## config.mk

```make
export PLATFORM = sky130hd
export DESIGN_NAME = sjdb_queue
export DESIGN_NICKNAME = d
export VERILOG_FILES = /design/src/sv/survey_join_distance_bearing_defines.svh /design/src/sv/sjdb_pkg.sv /design/src/sv/sjdb_queue.sv
export SDC_FILE = /design/constraint.sdc
export NUM_CORES = 1
export LEC_CHECK = 0
export ABC_AREA = 0
export BUFFER_PORTS_ARGS = -buffer_cell sky130_fd_sc_hd__buf_2
export CAP_MARGIN = 20
export CORE_MARGIN = 3
export CORE_UTILIZATION = 30
export CTS_BUF_LIST = sky130_fd_sc_hd__clkbuf_16
export DETAILED_ROUTE_END_ITERATION = 7
export HOLD_SLACK_MARGIN = 0.03
export PLACE_DENSITY_LB_ADDON = 0.08
export SYNTH_ARGS = -nofsm -noshare
export SYNTH_HDL_FRONTEND = slang
export SYNTH_SLANG_ARGS = --single-unit
```

## constraint.sdc

```tcl
create_clock -name clk_i -period 4.9 [get_ports clk_i]
set_clock_uncertainty 0.05 [all_clocks]
set_input_delay 0.98 -clock clk_i [delete_from_list [all_inputs] [get_ports clk_i]]
set_output_delay 0.98 -clock clk_i [all_outputs]
set_load 0.02 [all_outputs]
```

## src/sv/survey_join_distance_bearing_defines.svh

```systemverilog
// Assertion macros for the survey join block.
// Used by the top level; depends on a clock named clk_i and a reset named rst_ni.
`ifndef SURVEY_JOIN_DISTANCE_BEARING_DEFINES_SVH
`define SURVEY_JOIN_DISTANCE_BEARING_DEFINES_SVH
`ifndef ASSERT_OFF
`define SJDB_ASSERT(lbl, prop, msg) \
  lbl: assert property (@(posedge clk_i) disable iff (!rst_ni) prop) else $error(msg);
`define SJDB_ASSERT_NR(lbl, prop, msg) \
  lbl: assert property (@(posedge clk_i) prop) else $error(msg);
`else
`define SJDB_ASSERT(lbl, prop, msg)
`define SJDB_ASSERT_NR(lbl, prop, msg)
`endif
`endif

```

## src/sv/sjdb_pkg.sv

```systemverilog
// Shared types, constants and elaboration-time functions for the survey join block.
// No dependencies.
`timescale 1ns / 1ps
package sjdb_pkg;

  localparam int unsigned SQRT_STEPS = 32;
  localparam logic [31:0] HALF_TURN    = 32'h8000_0000;
  localparam logic [31:0] QUARTER_TURN = 32'h4000_0000;
  localparam logic [63:0] PI_OVER_4_Q62  = 64'h3243_F6A8_885A_308D;
  localparam logic [63:0] PI_OVER_2_Q62  = 64'h6487_ED51_10B4_611A;
  localparam logic [63:0] INV_TWO_PI_Q64 = 64'h28BE_60DB_9391_054A;
  localparam logic [63:0] ROUND_Q62      = 64'd1 << 29;

  // classification made on entry
  typedef struct packed {
    logic de_neg;
    logic dn_neg;
    logic ax_zero;
    logic ay_zero;
  } cls_t;

  typedef struct packed {
    cls_t        cls;
    logic [31:0] ax;
    logic [31:0] ay;
  } item_t;

  // one CORDIC / square root stage
  typedef struct packed {
    cls_t        cls;
    logic [63:0] x;
    logic [63:0] y;
    logic [63:0] z;
    logic [63:0] s;
    logic [63:0] r;
  } iter_t;

  typedef struct packed {
    logic       full;
    logic       empty;
    logic [1:0] count;
  } qstat_t;

  // long division by shift and subtract, elaboration only
  function automatic logic [63:0] udiv64(logic [63:0] num, logic [63:0] den);
    logic [63:0] quo;
    logic [63:0] rem;
    quo = '0;
    rem = '0;
    for (int b = 63; b >= 0; b--) begin
      rem = {rem[62:0], num[b]};
      if (rem >= den) begin
        rem    = rem - den;
        quo[b] = 1'b1;
      end
    end
    return quo;
  endfunction

  // atan(2^-i) in radians scaled by 2^62, by its power series
  function automatic logic [63:0] atan_q62(int unsigned i);
    logic [63:0] sum;
    logic [63:0] t;
    int unsigned e;
    sum = '0;
    if (i == 0) begin
      return PI_OVER_4_Q62;
    end
    for (int unsigned k = 0; k < 32; k++) begin
      e = i * (2 * k + 1);
      if (e <= 62) begin
        t = udiv64(64'd1 << (62 - e), 64'(2 * k + 1));
        if (k[0]) begin
          sum = sum - t;
        end else begin
          sum = sum + t;
        end
      end
    end
    return sum;
  endfunction

endpackage

```

## src/sv/sjdb_queue.sv

```systemverilog
// Two-entry queue between front and back end.
// Depends on sjdb_pkg.
`timescale 1ns / 1ps
module sjdb_queue (
  input  logic             clk_i,
  input  logic             rst_ni,
  input  logic             push_i,
  input  sjdb_pkg::item_t  item_i,
  input  logic             pop_i,
  output logic             valid_o,
  output sjdb_pkg::item_t  item_o,
  output sjdb_pkg::qstat_t stat_o
);
  import sjdb_pkg::*;

  item_t      mem_q [2];
  logic       wr_q, wr_d, rd_q, rd_d;
  logic [1:0] cnt_q, cnt_d;

  assign valid_o      = (cnt_q != 2'd0);
  assign item_o       = mem_q[rd_q];
  assign stat_o.full  = (cnt_q == 2'd2);
  assign stat_o.empty = (cnt_q == 2'd0);
  assign stat_o.count = cnt_q;

  // advance pointers and count
  always_comb begin
    wr_d  = push_i ? !wr_q : wr_q;
    rd_d  = pop_i ? !rd_q : rd_q;
    cnt_d = cnt_q + {1'b0, push_i} - {1'b0, pop_i};
  end

  always_ff @(posedge clk_i or negedge rst_ni) begin
    if (!rst_ni) begin
      wr_q  <= 1'b0;
      rd_q  <= 1'b0;
      cnt_q <= 2'd0;
    end else begin
      wr_q  <= wr_d;
      rd_q  <= rd_d;
      cnt_q <= cnt_d;
    end
  end

  always_ff @(posedge clk_i) begin
    if (push_i) begin
      mem_q[wr_q] <= item_i;
    end
  end
endmodule

```

After elaboration in Yosys (flattened, before gate mapping)
Memory sizes are Yosys's and may differ from the RTL's.
Cells that the tools add are included.
Word-level totals
  memories kept: 1
  output and inout bits: 73
  RAM bits: 136
  bits in registers: 4
  bits in latches: 0
  ROM bits: 0
Memories
  mem_q: words 2, width 68, rd ports 1, clocked after Yosys merged registers in 0, write ports 1, line sjdb_queue.sv:16  | item_t mem_q [2];
Cells by class
  bitwise gates (word level): 0
  add/sub/neg operators: 2
  multiplexer cells: 2
  div/mod/pow operators: 0
  magnitude comparators: 0
  multipliers: 0
  equality and inequality tests: 1
  shift operators: 0
  reduce and logical (&&, ||, !) cells: 4
Operators by type and width (number)
  adder 2 x 1 -> 2 bit: 1
  == test 2 bit, second input constant: 1
  logical NOT 1 bit: 2
  logical NOT 2 bit: 1
  two-way mux 1 bit: 2
  nonzero test 2 bit: 1
  subtractor 2 x 1 -> 2 bit: 1

Logic depth before layout (Yosys ltp)
  depth after elaboration: 2
  gate-level depth with buffers: 5
  gate-level depth less buffers: 5

Worst setup path after synthesis
Ideal clock, no wire load.
  kind: input port to flip-flop
  from: input port push_i
  to: memory mem_q[0][0] in the netlist's numbering, enable pin
  arrival time: 3.965 ns
  library setup time: 0.503 ns
  path slack: 0.382 ns
  stages on the path: 1
  cells stage by stage: nor2b_1
On the way
  word-level cells in the longest chain between the ends: 2
Ends and longest elaborated chain
  from (decl): line sjdb_queue.sv:7  | input logic push_i,
  two-way mux 1 bit: line sjdb_queue.sv:46  | if (push_i) begin
  two-way mux 1 bit (implied by the code): line sjdb_queue.sv:47  | mem_q[wr_q] <= item_i;
  to (decl): line sjdb_queue.sv:16
Every way passes these cells.

==> reports/results.ini <==
[cts]
cts_buffer_depth = 2
cts_resized = 0
post_cts_buffers = 0
cts_tree = yes
ctsHoldBuffers = 0
clkTransAtPathRegs_ps = 60
insertion_delay_ps = 410
htreeDepth = 4
cts_root_buf = clkbuf_16
numCtsBuffers = 17
cts_sinks = 140

[setup_path]
slowest_stage = dfrtp_4
crit_type = register to output pin
crit_chain = mux2_2 -> buf_2
r2r_start = wr_q$_DFFE_PN0P_
cp-start-kind = register
rrSetupSlack_ps = 3130
cp_max_fo = 69
cpPeakStageDelay_ps = 1100
worstRegToRegCells = 2
crit_path_end_kind = output pin
arrival_ps = 2170
cp.required_ps = 3870
r2r-end = mem_q[0][18]$_DFFE_PP_

[drt]
dr_total_vias = 2583
drt_iter0_markers = 96
wl_per_cell_um = 15.9
drc_errors = 0
wl_mm = 9.81
drtPass1Iterations = 4
antenna_left = 0
avgViaCountPerCell = 4.19

[sta]
period_share = 0.653
worst_pin_slew_ps = 1040
maxSlewHeadroom = 0.305
drv_slew = 0
tns_ps = 0
rsz0062_at_grt = no
hold_viol_final = 0
fmax_mhz = 312
finalSetupViolations = 0
min_period_ps = 3200

[global_routing]
grt_busiest_layer = met2
grt_pass1_wl_mm = 14.4
grt_usage = 0.107
grt_pass1_vias = 2738
met2_usage = 0.169
antenna_found_initial = 1
met1_usage = 0.116
grt_use_met3 = 0.0658
overflow = 0
grt_max_degree = 70

[pwr]
leakage_nw = 2.53
p_switching_mw = 1.30
power_density_nw_per_um2 = 621
clockPowerShare = 0.295
p_comb_frac = 0.277
seq_power_share = 0.428
ir_drop_v = 0.000267
p_int_mw = 2.84
swShare = 0.314
power_mw = 4.15

[floorplanning]
dieArea_um2 = 18800
placementRows = 47
coreArea_um2 = 16700
die_w_um = 137
pin_count = 145
initial_core_util = 0.309
die_h_um = 137

[synth]
synthArstFlopShare = 0.0286
synth_top_area_frac = 0.793
yosysSeqAreaShare = 0.812
avgSynthCellArea_um2 = 22.6
syn_area_um2 = 5150
synth.most_common_cell = edfxtp_1
synth_edf_count = 136
synth_ff_type = edfxtp_1
synth_area_leader_cell = edfxtp_1
ys_top_cells_by_area = edfxtp_1, mux2_2, mux2_4, dfrtp_1, buf_2
synth_seq_cells = 140
synth_nets = 302
yosysWarningCount = 0
synthDistinctLibCells = 15
netlist_instances = 228
synth_common_cells = edfxtp_1, mux2_2, mux2_4

[final_layout]
drive_above_1_share = 0.620
finalNetCount = 458
synthToLayoutAreaGrowth_pct = 29.7
utilization = 0.400
multi_input_area_um2 = 908
n_antenna_cell = 0
fill_cells = 1600
regArea_um2 = 4190
stdcell_area_um2 = 6680

[placed_design]
post-dp-hpwl_mm = 5.87
postPlaceCellArea_um2 = 6110
numPortBuffers = 144
gp_congestion = 0.653

[min_path]
min_path_type = input pin to async pin

[flow_run]
cap_viol_max_count = 0

[outcome]
status = completed

layout make-up:
type / instances / area share
inverters: 2 / 0.00112
clock buffers: 17 / 0.0637
flip-flops and latches: 140 / 0.627
well taps: 220 / 0.0412
clock inverters: 15 / 0.0221
multi-input cells: 78 / 0.136
repair buffers: 145 / 0.109
routing by layer:
layer | up-vias | part of all wire
met5 | - | 0.00071
met4 | 2 | 0.014
met3 | 14 | 0.11
met2 | 101 | 0.49
met1 | 1249 | 0.38
li1 | 1217 | -
worst max path at each step:
stage	slack [ps]	endpoint	cells after the start	startpoint
after global routing	1560	item_o[65]	2	rd_q$_DFFE_PN0P_
after floorplan	380	mem_q[0][0]$_DFFE_PP_	1	push_i
after detailed placement	2090	item_o[65]	2	rd_q$_DFFE_PN0P_
after CTS	1630	item_o[65]	2	rd_q$_DFFE_PN0P_
after global placement	2090	item_o[23]	2	rd_q$_DFFE_PN0P_
final	1700	item_o[26]	2	rd_q$_DFFE_PN0P_
critical path, delay by kind of cell (launching register included):
kind / cells / cell delay, ps
buf+inv: 1 / 160
mux: 1 / 430
flops: 1 / 1100
power by group through the flow:
stage | Combinational (mW) | Sequential [mW] | Clock (mW)
3_3_place_gp | 1.18 | 1.81 | 0
4_1_cts | 1.18 | 1.79 | 1.26
6_report | 1.15 | 1.78 | 1.22
3_5_place_dp | 1.18 | 1.81 | 0
5_1_grt | 1.24 | 1.82 | 1.32
2_1_floorplan | 0.921 | 1.69 | 0
cell families after synthesis:
family,Yosys count,synth area share
and+or+nand+nor,5,0.00559
buffers and inverters,10,0.0136
adders and majority gates,2,0.00486
xor gates and xnor gates,3,0.00801
DFF,140,0.812
muxes,68,0.156
metrics by stage:
stage	cells	worst slack, ps	hold slack, ps
5_1_grt	617	1560	293
3_3_place_gp	585	2090	479
4_1_cts	617	1630	298
3_5_place_dp	585	2090	486
2_1_floorplan	228	382	405
6_report	617	1700	311
state kept, by name (all words and copies together), names as in the netlist:
name / cells
cnt_q: 2
rd_q: 1
wr_q: 1
mem_q: 136
cells in the final DEF (no fill, tap or decap), drive strengths merged, types with 4 or more instances in the layout:
| cell | netlist | layout |
|---|---|---|
| buf | 8 | 145 |
| clkbuf | 0 | 17 |
| clkinv | 0 | 5 |
| clkinvlp | 0 | 6 |
| dfrtp | 4 | 4 |
| edfxtp | 136 | 136 |
| inv | 2 | 4 |
| mux2 | 68 | 68 |
(Power assumes the default switching activity.)
