File: src/sv/survey_join_distance_bearing_defines.svh
// Assertion macros for the survey join block.
// Used by the top level; depends on a clock named clk_i and a reset named rst_ni.
`ifndef SURVEY_JOIN_DISTANCE_BEARING_DEFINES_SVH
`define SURVEY_JOIN_DISTANCE_BEARING_DEFINES_SVH
`ifndef ASSERT_OFF
`define SJDB_ASSERT(lbl, prop, msg) \
  lbl: assert property (@(posedge clk_i) disable iff (!rst_ni) prop) else $error(msg);
`define SJDB_ASSERT_NR(lbl, prop, msg) \
  lbl: assert property (@(posedge clk_i) prop) else $error(msg);
`else
`define SJDB_ASSERT(lbl, prop, msg)
`define SJDB_ASSERT_NR(lbl, prop, msg)
`endif
`endif

File: src/sv/sjdb_pkg.sv
// Shared types, constants and elaboration-time functions for the survey join block.
// No dependencies.
`timescale 1ns / 1ps
package sjdb_pkg;

  localparam int unsigned SQRT_STEPS = 32;
  localparam logic [31:0] HALF_TURN    = 32'h8000_0000;
  localparam logic [31:0] QUARTER_TURN = 32'h4000_0000;
  localparam logic [63:0] PI_OVER_4_Q62  = 64'h3243_F6A8_885A_308D;
  localparam logic [63:0] PI_OVER_2_Q62  = 64'h6487_ED51_10B4_611A;
  localparam logic [63:0] INV_TWO_PI_Q64 = 64'h28BE_60DB_9391_054A;
  localparam logic [63:0] ROUND_Q62      = 64'd1 << 29;

  // classification made on entry
  typedef struct packed {
    logic de_neg;
    logic dn_neg;
    logic ax_zero;
    logic ay_zero;
  } cls_t;

  typedef struct packed {
    cls_t        cls;
    logic [31:0] ax;
    logic [31:0] ay;
  } item_t;

  // one CORDIC / square root stage
  typedef struct packed {
    cls_t        cls;
    logic [63:0] x;
    logic [63:0] y;
    logic [63:0] z;
    logic [63:0] s;
    logic [63:0] r;
  } iter_t;

  typedef struct packed {
    logic       full;
    logic       empty;
    logic [1:0] count;
  } qstat_t;

  // long division by shift and subtract, elaboration only
  function automatic logic [63:0] udiv64(logic [63:0] num, logic [63:0] den);
    logic [63:0] quo;
    logic [63:0] rem;
    quo = '0;
    rem = '0;
    for (int b = 63; b >= 0; b--) begin
      rem = {rem[62:0], num[b]};
      if (rem >= den) begin
        rem    = rem - den;
        quo[b] = 1'b1;
      end
    end
    return quo;
  endfunction

  // atan(2^-i) in radians scaled by 2^62, by its power series
  function automatic logic [63:0] atan_q62(int unsigned i);
    logic [63:0] sum;
    logic [63:0] t;
    int unsigned e;
    sum = '0;
    if (i == 0) begin
      return PI_OVER_4_Q62;
    end
    for (int unsigned k = 0; k < 32; k++) begin
      e = i * (2 * k + 1);
      if (e <= 62) begin
        t = udiv64(64'd1 << (62 - e), 64'(2 * k + 1));
        if (k[0]) begin
          sum = sum - t;
        end else begin
          sum = sum + t;
        end
      end
    end
    return sum;
  endfunction

endpackage

File: src/sv/sjdb_front.sv
// Front end: takes a point pair, forms the differences, magnitudes and classes.
// Depends on sjdb_pkg.
`timescale 1ns / 1ps
module sjdb_front (
  input  logic               clk_i,
  input  logic               rst_ni,
  input  logic               in_valid_i,
  output logic               in_stall_o,
  input  logic signed [30:0] start_east_i,
  input  logic signed [30:0] start_north_i,
  input  logic signed [30:0] end_east_i,
  input  logic signed [30:0] end_north_i,
  input  logic               full_i,
  output logic               push_o,
  output sjdb_pkg::item_t    item_o
);
  import sjdb_pkg::*;

  logic        v_q, v_d;
  item_t       item_q, item_d;
  logic signed [31:0] de, dn;
  logic        accept;

  // differences and magnitudes
  always_comb begin
    de = 32'(end_east_i) - 32'(start_east_i);
    dn = 32'(end_north_i) - 32'(start_north_i);
    item_d.cls.de_neg  = de[31];
    item_d.cls.dn_neg  = dn[31];
    item_d.ax          = dn[31] ? 32'(-dn) : 32'(dn);
    item_d.ay          = de[31] ? 32'(-de) : 32'(de);
    item_d.cls.ax_zero = (dn == '0);
    item_d.cls.ay_zero = (de == '0);
  end

  assign in_stall_o = v_q && full_i;
  assign accept     = in_valid_i && !in_stall_o;
  assign push_o     = v_q && !full_i;
  assign item_o     = item_q;

  // hold one beat until the queue takes it
  always_comb begin
    v_d = v_q;
    if (accept) begin
      v_d = 1'b1;
    end else if (push_o) begin
      v_d = 1'b0;
    end
  end

  always_ff @(posedge clk_i or negedge rst_ni) begin
    if (!rst_ni) begin
      v_q <= 1'b0;
    end else begin
      v_q <= v_d;
    end
  end

  always_ff @(posedge clk_i) begin
    if (accept) begin
      item_q <= item_d;
    end
  end
endmodule

File: config.mk
export PLATFORM = sky130hd
export DESIGN_NAME = sjdb_front
export DESIGN_NICKNAME = d
export VERILOG_FILES = /design/src/sv/survey_join_distance_bearing_defines.svh /design/src/sv/sjdb_pkg.sv /design/src/sv/sjdb_front.sv
export SDC_FILE = /design/constraint.sdc
export NUM_CORES = 1
export LEC_CHECK = 0
export ABC_AREA = 0
export ABC_CLOCK_PERIOD_IN_PS = 3900
export BUFFER_PORTS_ARGS = -buffer_cell sky130_fd_sc_hd__buf_2
export CORE_MARGIN = 2
export CORE_UTILIZATION = 50
export CTS_BUF_LIST = sky130_fd_sc_hd__clkbuf_8 sky130_fd_sc_hd__clkbuf_16
export CTS_CLUSTER_DIAMETER = 30
export DETAILED_ROUTE_END_ITERATION = 8
export HOLD_SLACK_MARGIN = 0.15
export PLACE_DENSITY = 0.79
export SETUP_SLACK_MARGIN = 0.5
export SLEW_MARGIN = 5
export SYNTH_ARGS = -nofsm -noshare
export SYNTH_HDL_FRONTEND = slang
export SYNTH_SLANG_ARGS = --single-unit
File: constraint.sdc
create_clock -name clk_i -period 3.9 [get_ports clk_i]
set_input_delay 0.39 -clock clk_i [delete_from_list [all_inputs] [get_ports clk_i]]
set_output_delay 0.39 -clock clk_i [all_outputs]
set_load 0.1 [all_outputs]
# Word level (Yosys, flattened, before mapping)
# Cells that the tools add are included.
[op_classes]
n_addsub = 4
muxes = 4
n_reduce_logical = 8
[ops]
columns = ["cell", "count"]
rows = [
  ["$logic_not A32 Y1", 2],
  ["$neg A32 Y32", 2],
  ["$sub A31 B31 Y32", 2],
  ["$mux W31", 2],
  ["$logic_and A1 B1 Y1", 3],
  ["$logic_not A1 Y1", 2],
  ["$mux W1", 2],
  ["$reduce_bool A2 Y1", 1],
]
[totals]
wordCells = 25
out_inout_bits = 70
regBits = 69
input_bits = 128

# Logic depth before layout (Yosys ltp)
[depth]
ltp_word = 4
ltp_mapped = 14
ltp_nobuf = 13

# Worst setup path before layout
# OpenSTA, ideal clock, no wires.
[synth_path]
path_kind = "input-to-reg"
from = "input port full_i"
to = "register item_q (netlist bit item_o[0]) (enable)"
required_ns = 3.399
path_buffers = 0
cell_stages = 2
arrival_ns = 4.053
path_slack_ns = -0.654
setup_ns = 0.501
path_cell_list = "and2_1 -> nor2b_1"
[synth_between]
elab_chain_len = 3
[synth_rtl]
columns = ["item", "line", "rtl"]
rows = [
  ["from (decl)", "sjdb_front.sv:13", "input logic full_i,"],
  ["$logic_and A1 B1 Y1", "sjdb_front.sv:36", "assign in_stall_o = v_q && full_i;"],
  ["$logic_not A1 Y1", "sjdb_front.sv:37", "assign accept = in_valid_i && !in_stall_o;"],
  ["$logic_and A1 B1 Y1", "sjdb_front.sv:37", ""],
  ["named net accept", "sjdb_front.sv:22", "logic accept;"],
  ["to (signal assigned)", "sjdb_front.sv:61", "item_q <= item_d;"],
  ["to (decl)", "sjdb_front.sv:20", "item_t item_q, item_d;"],
]
# The timed path passes the listed nets, and every way through them passes these cells.
# A chain may end at the register's enable or synchronous reset.

==> flow_summary.json <==
{
  "cp-start-kind": "primary input",
  "ir_worst_vdd_v": 0.0002758,
  "worstPathMaxFanout": 5,
  "fmax_ghz": 0.2904,
  "cp_slowest_stage_delay_ps": 570,
  "crit_chain": "buf_6 > inv_4 > ha_4 > inv_2 > fa_2 > a211oi_4 > buf_4 > nor2_4 > a2111oi_4 > nor2_1 > or3b_4 > nand4b_4 > or4_4 > o21ai_2 > xnor2_1",
  "dp_hpwl_um": 15360,
  "clockBufferDepth": 2,
  "syn_area_per_cell_sq_um": 8.378,
  "grt_setup_unrepaired": "yes",
  "drt_wl_total_um": 19470,
  "fin_crit_ps": 3444,
  "netlist_instances": 917,
  "synthToLayoutAreaGrowth_pct": 27.79,
  "finalSetupViolCount": 0,
  "initial_core_util_pct": 50.91,
  "crit_arrival_ps": 3500,
  "yosysWarnings": 0,
  "post-route-drc-count": 0,
  "nNetsFinal": 1334,
  "grt.total_usage_pct": 22.60,
  "cts_max_level": 3,
  "clock-sinks": 69,
  "ant_nets": 0,
  "first_pass_iters": 4,
  "drt_iter0_drc": 467,
  "die_height_um": 128.0,
  "fin_cells": 1332,
  "netlist.area_leader.share_pct": 26.58,
  "crit_type": "primary input to register",
  "port_buffers": 197,
  "critPathSlowestCell": "or4_4",
  "max_cap_viol_count": 0,
  "clock_latency_ps": 330,
  "finalCritPeriodShare_pct": 88.30,
  "grt_max_degree": 69,
  "drt-vias-per-instance": 5.753,
  "dpl_cell_area_sq_um": 9092,
  "gr-total-overflow": 0,
  "holdWs_ps": 276.1,
  "synth_cell_types": 83,
  "die-area_sq_um": 16370,
  "hold_viol_final": 0,
  "synthTopCellsByArea": "edfxtp_1 (27%), ha_1 (10%), xnor2_1 (7.5%), a21oi_1 (4.7%), inv_1 (4.5%)",
  "cts_buffers": 9,
  "place.gp.congestion": 0.9074,
  "cts_tree": "yes",
  "synth_area_leader_cell": "edfxtp_1",
  "crit_family": "simple AND/OR/NAND/NOR gates",
  "grt_pass1_vias": 6993,
  "place_inst": 1297,
  "crit_buf_inv": 4,
  "fin_area_sq_um": 9817,
  "p_total_mw": 4.016,
  "ys_seq_area_share_pct": 26.91,
  "fin_setup_tns_ps": 0,
  "status": "finished clean",
  "rows": 45,
  "synthArstFlopShare_pct": 1.449,
  "cts_root_buf": "clkbuf_16",
  "cp.required_ps": 3960,
  "die_w_um": 128.0,
  "p_per_area_nw_per_um2": 409.0,
  "clk_pin_slew_ps": 50,
  "ys.flop_type": "edfxtp_1",
  "end_kind": "register",
  "hold_path.class": "primary input to register",
  "synth-seq-cells": 69,
  "finalClockSkew_ps": 4.192,
  "vias": 7663,
  "p_leak_nw": 4.347,
  "layout-drive-gt1-share_pct": 29.02,
  "max-slew-margin-rel_pct": 45.63,
  "n_antenna_cell": 0,
  "antenna_found_initial": 0,
  "grt_pass1_wl_um": 31080,
  "syn_nets": 1111,
  "finalMaxSlewViolations": 0,
  "synthesis.area_sq_um": 7682,
  "synth_enable_flop_cells": 68,
  "io_pins": 198,
  "core_sq_um": 15090,
  "routedWlPerCell_um": 14.62,
  "tightest_slew_ps": 815.6
}
==> cell usage in the layout (no fill, tap or decap), types with 4 or more instances in the layout <==
cell type and instances:
o2111ai_1 4, o211ai_1 8, and4_1 4, edfxtp_1 68, nand2_1 66, nand3b_1 4, xnor2_1 63, buf_4 41
inv_1 89, o31ai_1 7, ha_1 61, nand3_1 17, o21ai_1 4, a41oi_2 7, a21oi_1 68, buf_2 196
and2_1 12, clkbuf_16 9, or3_1 6, nor3_1 24, or4_1 5, nand3_2 4, nor2_1 67, o21bai_1 7
and3_1 9, mux2i_1 4, a22o_1 4, o21ai_0 36, o21a_1 6, nand4_1 15, buf_6 4, a31oi_1 21
nor2b_1 7, a211oi_1 15, a21o_1 20, xor2_1 35, a311oi_1 4
==> cell families (layout without fill, tap and decap cells) <==
logic type,after synthesis,after routing,share of synthesized area [%]
AO/OA/AOI/OAI,272,272,24.64
XOR/XNOR,102,102,11.63
adder cells (fa/ha/maj),66,66,10.94
buffers and inverters,124,350,6.352
flip-flops,69,69,26.91
multiplexers,5,5,0.6678
AND/OR/NAND/NOR,279,280,18.86
==> through the flow <==
step           util [%]  setup WS (ps)
4_1_cts           62.73          489.0
5_1_grt           65.06          357.6
2_1_floorplan         -          449.7
6_report          65.06          456.2
3_3_place_gp      60.26          114.9
3_5_place_dp      60.26          29.69
==> path summary, 6_finish.rpt <==
kind | start | endpoint | slack [ps] | cells past startpoint
min in group asynchronous | rst_ni | v_q | 370 | 2
worst max register to register | v_q | item_o[9] | 2210 | 3
worst max-delay path | end_east_i[0] | item_o[21] | 460 | 15
max in group asynchronous | rst_ni | v_q | 3440 | 2
worst min-delay path | in_valid_i | v_q | 280 | 2
worst min register to register | v_q | v_q | 680 | 2
==> layout make-up <==
class | instances | area (sq um)
clock inverter | 6 | 32.53
inverter | 92 | 360.3
timing repair buffer | 243 | 1364
tap | 188 | 235.2
fill | 1279 | 5273
sequential | 69 | 2067
multi-input combinational | 725 | 5533
clock buffer | 9 | 225.2
==> cell usage after synthesis (all sizes together) (4+ instances only) <==
| library cell | n |
|---|---|
| o21ai | 42 |
| a211oi | 19 |
| mux2i | 4 |
| o41ai | 4 |
| nand3b | 4 |
| ha | 64 |
| o21a | 6 |
| a21o | 20 |
| a21oi | 72 |
| or4 | 6 |
| xor2 | 36 |
| nand2 | 66 |
| o31ai | 8 |
| nor2b | 8 |
| and3 | 9 |
| or2 | 4 |
| nand4 | 15 |
| o211ai | 8 |
| and2 | 16 |
| inv | 92 |
| buf | 11 |
| clkbuf | 21 |
| xnor2 | 66 |
| nor2 | 71 |
| a2111oi | 8 |
| nor3 | 28 |
| o2111ai | 4 |
| a311oi | 7 |
| nor4 | 8 |
| edfxtp | 68 |
| or3 | 7 |
| a41oi | 10 |
| o21bai | 7 |
| nand3 | 21 |
| a31oi | 22 |
| a22o | 4 |
| and4 | 5 |
==> power breakdown <==
group	leakage, nW	internal (mW)	switching [mW]
combinational	3.56	0.679	1.62
clock	0.128	0.419	0.277
sequential	0.661	0.992	0.0308
==> layer usage <==
| layer | up-vias | track usage [%] | share of wire, % |
|---|---|---|---|
| met5 | - | 0 | 0 |
| met3 | 36 | 2.922 | 5.1 |
| met4 | 0 | 7.951 | 2.1 |
| li1 | 3853 | - | - |
| met2 | 253 | 40.64 | 51 |
| met1 | 3521 | 27.79 | 42 |
==> worst register-to-register path, cell delays in order, from the launching register on <==
cell	delay, ps
dfrtp_1	360
and2_1	180
nor2b_4	100
buf_4	630
==> flip-flops by register name, indices dropped and copies added (netlist names) <==
register,cells
item_o,68
v_q,1
==> repair_timing <==
| item | in CTS | in global routing |
|---|---|---|
| setup buffers | 10 | 8 |
| pin swaps | 10 | 33 |
| gates resized for setup | 7 | 54 |
| gates cloned | 0 | 1 |
| hold buffers | 1 | 0 |
| hold endpoints to repair | 1 | 0 |
| endpoints found under the setup margin | 21 | 47 |
Power figures use the tool's default switching activity.
